`config.mk`:
```
export PLATFORM = sky130hd
export DESIGN_NAME = tgg_lerp
export DESIGN_NICKNAME = d
export VERILOG_FILES = /design/src/design/trilinear_grid_gather_macros.svh /design/src/design/tgg_pkg.sv /design/src/design/tgg_lerp.sv
export SDC_FILE = /design/constraint.sdc
export NUM_CORES = 2
export LEC_CHECK = 0
export BUFFER_PORTS_ARGS = -buffer_cell sky130_fd_sc_hd__buf_2
export CAP_MARGIN = 20
export CORE_MARGIN = 1
export CORE_UTILIZATION = 33
export CTS_CLUSTER_SIZE = 20
export DETAILED_ROUTE_END_ITERATION = 16
export PLACE_DENSITY = 0.59
export SYNTH_ARGS = -nofsm -noshare
export SYNTH_HDL_FRONTEND = slang
export SYNTH_SLANG_ARGS = --single-unit
```
`constraint.sdc`:
```
create_clock -name clk -period 20.1 [get_ports clk]
set_input_delay 4.02 -clock clk [delete_from_list [all_inputs] [get_ports clk]]
set_output_delay 4.02 -clock clk [all_outputs]
set_load 0.02 [all_outputs]
```
`src/design/trilinear_grid_gather_macros.svh`:
```
// Assertion macros for the trilinear grid gather block.
// Expects clk and rst to be visible where a macro is used.
`ifndef TRILINEAR_GRID_GATHER_MACROS_SVH
`define TRILINEAR_GRID_GATHER_MACROS_SVH

// Same-cycle implication, disabled during reset
`define ASSERT_IMPLIES(label, ante, cons, msg) \
  label: assert property (@(posedge clk) disable iff (rst) (ante) |-> (cons)) \
    else $error(msg);

// Next-cycle implication, disabled during reset
`define ASSERT_NEXT(label, ante, cons, msg) \
  label: assert property (@(posedge clk) disable iff (rst) (ante) |=> (cons)) \
    else $error(msg);

`endif

```
`src/design/tgg_pkg.sv`:
```
// Shared types and constants for the trilinear grid gather block.
// No dependencies; used by tgg_lerp, trilinear_grid_gather and tb.
`timescale 1ns / 1ps
`default_nettype none

package tgg_pkg;

  // Command codes
  localparam logic [1:0] CMD_WRITE  = 2'd0;
  localparam logic [1:0] CMD_SCALAR = 2'd1;
  localparam logic [1:0] CMD_VECTOR = 2'd2;

  // Last vector component index
  localparam logic [1:0] COMP_Z = 2'd2;

  // Output queue sizing
  localparam int OQ_DEPTH = 4;
  localparam int PTR_W    = $clog2(OQ_DEPTH);
  localparam int CNT_W    = $clog2(OQ_DEPTH + 1);

  typedef enum logic {
    SEQ_IDLE,
    SEQ_RUN
  } seq_state_t;

  // Per-component info carried alongside the data path
  typedef struct packed {
    logic [15:0] frac_x;
    logic [15:0] frac_y;
    logic [15:0] frac_z;
    logic [1:0]  component;
    logic        last;
    logic        error;
  } meta_t;

  // Tag through one lerp unit: idx tells which partial result this is
  typedef struct packed {
    meta_t      meta;
    logic [1:0] idx;
  } lerp_tag_t;

  typedef struct packed {
    logic signed [31:0] value;
    logic [1:0]         component;
    logic               last;
    logic               error;
  } rsp_entry_t;

endpackage

`default_nettype wire

```
`src/design/tgg_lerp.sv`:
```
// Two-stage Q16.16 linear blend a + (b - a) * f with round and saturate.
// Depends on tgg_pkg for the tag type.
`timescale 1ns / 1ps
`default_nettype none

module tgg_lerp (
  input  wire logic               clk,
  input  wire logic               rst,
  input  wire logic               in_valid,
  input  wire logic signed [31:0] a,
  input  wire logic signed [31:0] b,
  input  wire logic [15:0]        frac,
  input  wire tgg_pkg::lerp_tag_t in_tag,
  output logic                    out_valid,
  output logic signed [31:0]      out_value,
  output tgg_pkg::lerp_tag_t      out_tag
);

  logic signed [32:0] diff;
  logic signed [16:0] frac_s;

  logic                     v1;
  logic signed [31:0]       a1;
  logic signed [49:0]       prod1;
  tgg_pkg::lerp_tag_t       tag1;

  logic signed [51:0] acc;
  logic signed [31:0] sat;

  // a*(1-f) + b*f rewritten as a*65536 + (b-a)*f
  assign diff   = {b[31], b} - {a[31], a};
  assign frac_s = {1'b0, frac};

  // Stage 1: multiply
  always_ff @(posedge clk) begin
    if (rst) begin
      v1 <= 1'b0;
    end else begin
      v1 <= in_valid;
    end
    a1    <= a;
    prod1 <= diff * frac_s;
    tag1  <= in_tag;
  end

  // Round half up, floor shift by 16, clamp to 32 bits
  assign acc = {{4{a1[31]}}, a1, 16'h0000} + {{2{prod1[49]}}, prod1} + 52'sd32768;

  always_comb begin
    if (acc[51:47] == 5'b00000 || acc[51:47] == 5'b11111) begin
      sat = acc[47:16];
    end else if (acc[51]) begin
      sat = 32'sh8000_0000;
    end else begin
      sat = 32'sh7FFF_FFFF;
    end
  end

  // Stage 2: result register
  always_ff @(posedge clk) begin
    if (rst) begin
      out_valid <= 1'b0;
    end else begin
      out_valid <= v1;
    end
    out_value <= sat;
    out_tag   <= tag1;
  end

endmodule

`default_nettype wire

```
# Word level (Yosys, flattened, before mapping)
# Cells that the tools add are included.
[totals] ff_bits=224 latch_bits=0 mem_bits_rw=0 romBits=0 in_bits=137 output_inout_bits=87 elab_cells=28 mem_count=0
[op_classes] n_addsub=3 mul=1 n_div=0 magnitude_cmp=0 n_eq_ne=1 shift=0 n_mux=2 bitwise_logic=0 reduce_logical=2
[op_table] op="two-way mux 32 bit" count=2
[op_table] op="adder 51 x 17 -> 52 bit, second input constant" count=1
[op_table] op="adder 48 x 50 -> 51 bit" count=1
[op_table] op="multiplier 33 x 17 -> 50 bit" count=1
[op_table] op="subtractor 32 x 32 -> 33 bit" count=1
[op_table] op="== test 5 bit, second input constant" count=1
[op_table] op="logical NOT 5 bit" count=1
[op_table] op="logical OR 1 bit" count=1

# Depth between registers and ports, before layout
[depth] word_depth=5 depth_mapped=38 mapped_depth_nobuf=37

# Worst setup path before layout
# No wires, ideal clock.
[synth_path] kind="input-to-reg" from="input port b[0]" to="register prod1[39]" setup_ns=0.072 t_arrival_ns=11.597 required_time_ns=20.028 path_slack_ns=8.431 stages=35 cell_sequence="inv_1 > ha_1 > inv_1 > fa_1 > a21o_1 > a21oi_1 > o21bai_1 > a41oi_1 > o21ai_1 > a221oi_2 > o21ai_1 > a21oi_1 > xnor2_1 > clkbuf_1 > nand2_1 > fa_1 > fa_1 > fa_1 > inv_1 > fa_1 > fa_1 > inv_1 > fa_1 > inv_1 > ha_1 > a21oi_1 > nor2b_1 > o21ai_0 > o211ai_1 > a221oi_1 > nand2_1 > a21oi_1 > inv_1 > a21oi_1 > xnor2_1"
[synth_via] elab_chain_len=2
[synth_lines] element="start, declared" line_no="tgg_lerp.sv:11" rtl="input wire logic signed [31:0] b,"
[synth_lines] element="subtractor 32 x 32 -> 33 bit" line_no="tgg_lerp.sv:31" rtl="assign diff = {b[31], b} - {a[31], a};"
[synth_lines] element="multiplier 33 x 17 -> 50 bit" line_no="tgg_lerp.sv:42" rtl="prod1 <= diff * frac_s;"
[synth_lines] element="end signal, assigned" line_no="tgg_lerp.sv:42"
[synth_lines] element="end, declared" line_no="tgg_lerp.sv:24" rtl="logic signed [49:0] prod1;"
# Every way passes these cells.
# A chain may end at the register's enable or synchronous reset.

# Worst setup path after layout
[layout_path] from="input port b[0]" to="register prod1[49]"
# Same word-level chain as after synthesis.

==> qor.txt <==
Hold WC Path Type: register to register
outcome: finished clean
global route overflow: 0
Nets: 3809
clk_skew: 16.83 ps
fin. max-slew vios: 0
via count: 19.01k
Iter 0 DRT Violations: 942
clock buffer count from CTS: 21
crit end category: register
Sink Count: 209
worst skew pair latency: 510 ps
Die Wd: 283.5 µm
Seq/Total Area, Yosys: 16.00%
Cell Area, Synth: 0.02615 mm²
# Post-CTS Setup Buffers: 0
critical path's largest stage delay: 610 ps
design area: 0.02909 mm²
Req. time, crit path: 20540 ps
number of synthesized register bits: 209
CTS root buf: clkbuf_16
first-pass detailed-route iteration total: 5
Synth Instances: 2817
Clock Path Buffers: 3
Syn. warnings: 0
DRC viols: 0
EDFF count, synth: 0
final hold vios: 0
Die H: 283.5 µm
Crit-path slowest cell: a41oi_1
initial antenna violation count: 15
wirelength, routed: 71430 µm
GPL Wtd Cong: 0.8729
total negative slack: 0 ps
top_reg_cell synth: dfxtp_1
H-tree Lvls: 1
post-synth cell types: 79
final period utilization: 61.82%
die area: 0.08038 mm²
Crit Path Max Fanout: 16
Max-Cap Viols: 0
Syn Area/Cell: 9.284 µm²
Fin Hold WS: 324.0 ps
Finish-stage setup viols: 0
minimum clock period: 12430 ps
Post-DP Area: 0.02838 mm²
clk slew on worst S/H paths: 70 ps
Layout Utilization: 37.30%
I/O pin cnt: 224
number of global-route vias before repair: 20.03k
syn_nets: 3640
WP buf/inv: 7
global-route wire length before repair: 113200 µm
All-Layer GR Usage: 17.99%
initial core utilization: 33.54%
critical path type: input pin to register
RSZ-0062 raised after global routing: false
Slew @ Worst Pin: 1049 ps
fmax: 80.48 MHz
Worst EP arrival: 12870 ps
Hold-fix buffers, CTS: 0
CP top delay family: adder cells
Routed Antenna Nets: 0
share of layout cells above drive strength 1: 10.73%
post-CTS sizing: 0
FP Rows: 102
Startpoint Class: input pin
PortBufs: 223
CTS tree: yes
dpl hpwl: 55360 µm
slew margin rel.: 30.09%
asr flop ratio synth: 0%
most used cell along the critical path: fa_1
core area: 0.07798 mm²
Layout area overhead: 11.22%
vias per cell: 4.701
largest net degree at the start of global routing: 36
routed len/inst: 17.66 µm
## final cells by class
class | instances | area (µm²)
Inverter | 629 | 2361
Fill cell | 7875 | 48890
Antenna cell | 5 | 12.51
Multi-Input combinational cell | 1867 | 19170
Timing Repair Buffer | 258 | 1386
Tap cell | 1040 | 1301
Sequential cell | 209 | 4184
Clock inverter | 13 | 130.1
Clock buffer | 24 | 546.8
## layer usage
layer  routed length, µm  track usage (%)  up-vias
met5                  84                0        -
met4                1339            3.878       14
met3                5132            3.256       98
met2               33540            30.45      658
met1               31330            23.89     9430
li1                    -                -     8814
## logic make-up after synthesis
family / count (synthesis) / synth area share, %
simple gates: 751 / 13.77
buf+inv: 741 / 10.97
fa+ha+maj: 686 / 47.26
compound gates: 314 / 7.994
flops: 209 / 16.00
xor+xnor: 99 / 3.315
mux: 17 / 0.6889
## layout by cell type (no fill, tap or decap), types with 16 or more instances in the layout
cell type  instances
a21o_1            67
a21oi_1           94
and2_1           178
buf_2            223
buf_4             34
clkbuf_16         21
dfxtp_1          209
fa_1             503
ha_1             183
inv_1            628
nand2_1          400
nand2b_1          22
nand3_1           17
nor2_1            54
nor2b_1           22
o21a_1            16
o21ai_0           35
xnor2_1           67
xor2_1            25
## worst register-to-register path, stage by stage (launching register included)
cell      delay [ps]
dfxtp_1          400
inv_1             80
fa_1             430
nand2b_1         190
a21oi_1          290
o21ai_1          210
o221ai_1         440
a31o_2           320
a31o_1           270
a21oi_1          160
nor4b_2          400
a211oi_4          70
buf_4            250
a31o_1           280
## worst paths after layout
check	startpoint	to	slack [ps]	depth (start not counted)
worst max-delay path	b[0]	prod1[49]$_DFF_P_	7670	36
worst min-delay path	tag1[21]$_DFF_P_	out_tag[21]$_DFF_P_	320	0
worst max register to register	a1[0]$_DFF_P_	out_value[1]$_DFF_P_	16200	13
worst min register to register	tag1[21]$_DFF_P_	out_tag[21]$_DFF_P_	320	0
## state kept, by name, indices dropped and copies added (netlist names)
register and cells:
out_tag 54, tag1 54, prod1 35, a1 32, out_value 32, out_valid 1
v1 1
## stage by stage
stage,instances,worst slack [ps]
finish,4045,7675
global route,4045,6970
CTS,4039,7655
detailed placement,4002,7146
global placement,4002,7242
floorplan,2817,8431
## cells in the mapped netlist, types with 3 or more instances
| master | number | share of area [%] |
|---|---|---|
| mux2_1 | 8 | 0.34 |
| a211oi_1 | 10 | 0.29 |
| nor2b_1 | 22 | 0.53 |
| a21oi_1 | 94 | 1.8 |
| o211ai_1 | 7 | 0.20 |
| buf_6 | 11 | 0.47 |
| o21bai_1 | 13 | 0.37 |
| a2111oi_0 | 3 | 0.10 |
| o21ai_0 | 35 | 0.67 |
| dfxtp_1 | 209 | 16 |
| xor2_1 | 30 | 1.0 |
| and3_1 | 14 | 0.33 |
| xnor2_1 | 69 | 2.3 |
| o21ai_1 | 14 | 0.27 |
| o2111ai_1 | 3 | 0.10 |
| nand4_1 | 10 | 0.24 |
| a31oi_1 | 8 | 0.19 |
| a211o_1 | 3 | 0.10 |
| o31ai_1 | 6 | 0.17 |
| fa_1 | 503 | 39 |
| clkbuf_1 | 97 | 1.4 |
| ha_1 | 183 | 8.8 |
| and2_1 | 178 | 4.3 |
| nand2_1 | 400 | 5.7 |
| nand3_1 | 17 | 0.33 |
| nand2b_1 | 22 | 0.53 |
| a41oi_1 | 3 | 0.10 |
| nand3b_1 | 3 | 0.086 |
| mux2i_1 | 9 | 0.34 |
| a21o_1 | 67 | 1.9 |
| nor3_1 | 9 | 0.17 |
| nor2_1 | 54 | 0.77 |
| o21a_1 | 16 | 0.46 |
| and4_1 | 4 | 0.13 |
| inv_1 | 628 | 9.0 |
| o221ai_1 | 3 | 0.10 |
Power is left out: the tool's default activity adds up to more than one toggle a clock period on the data nets, which glitch-free logic cannot reach.
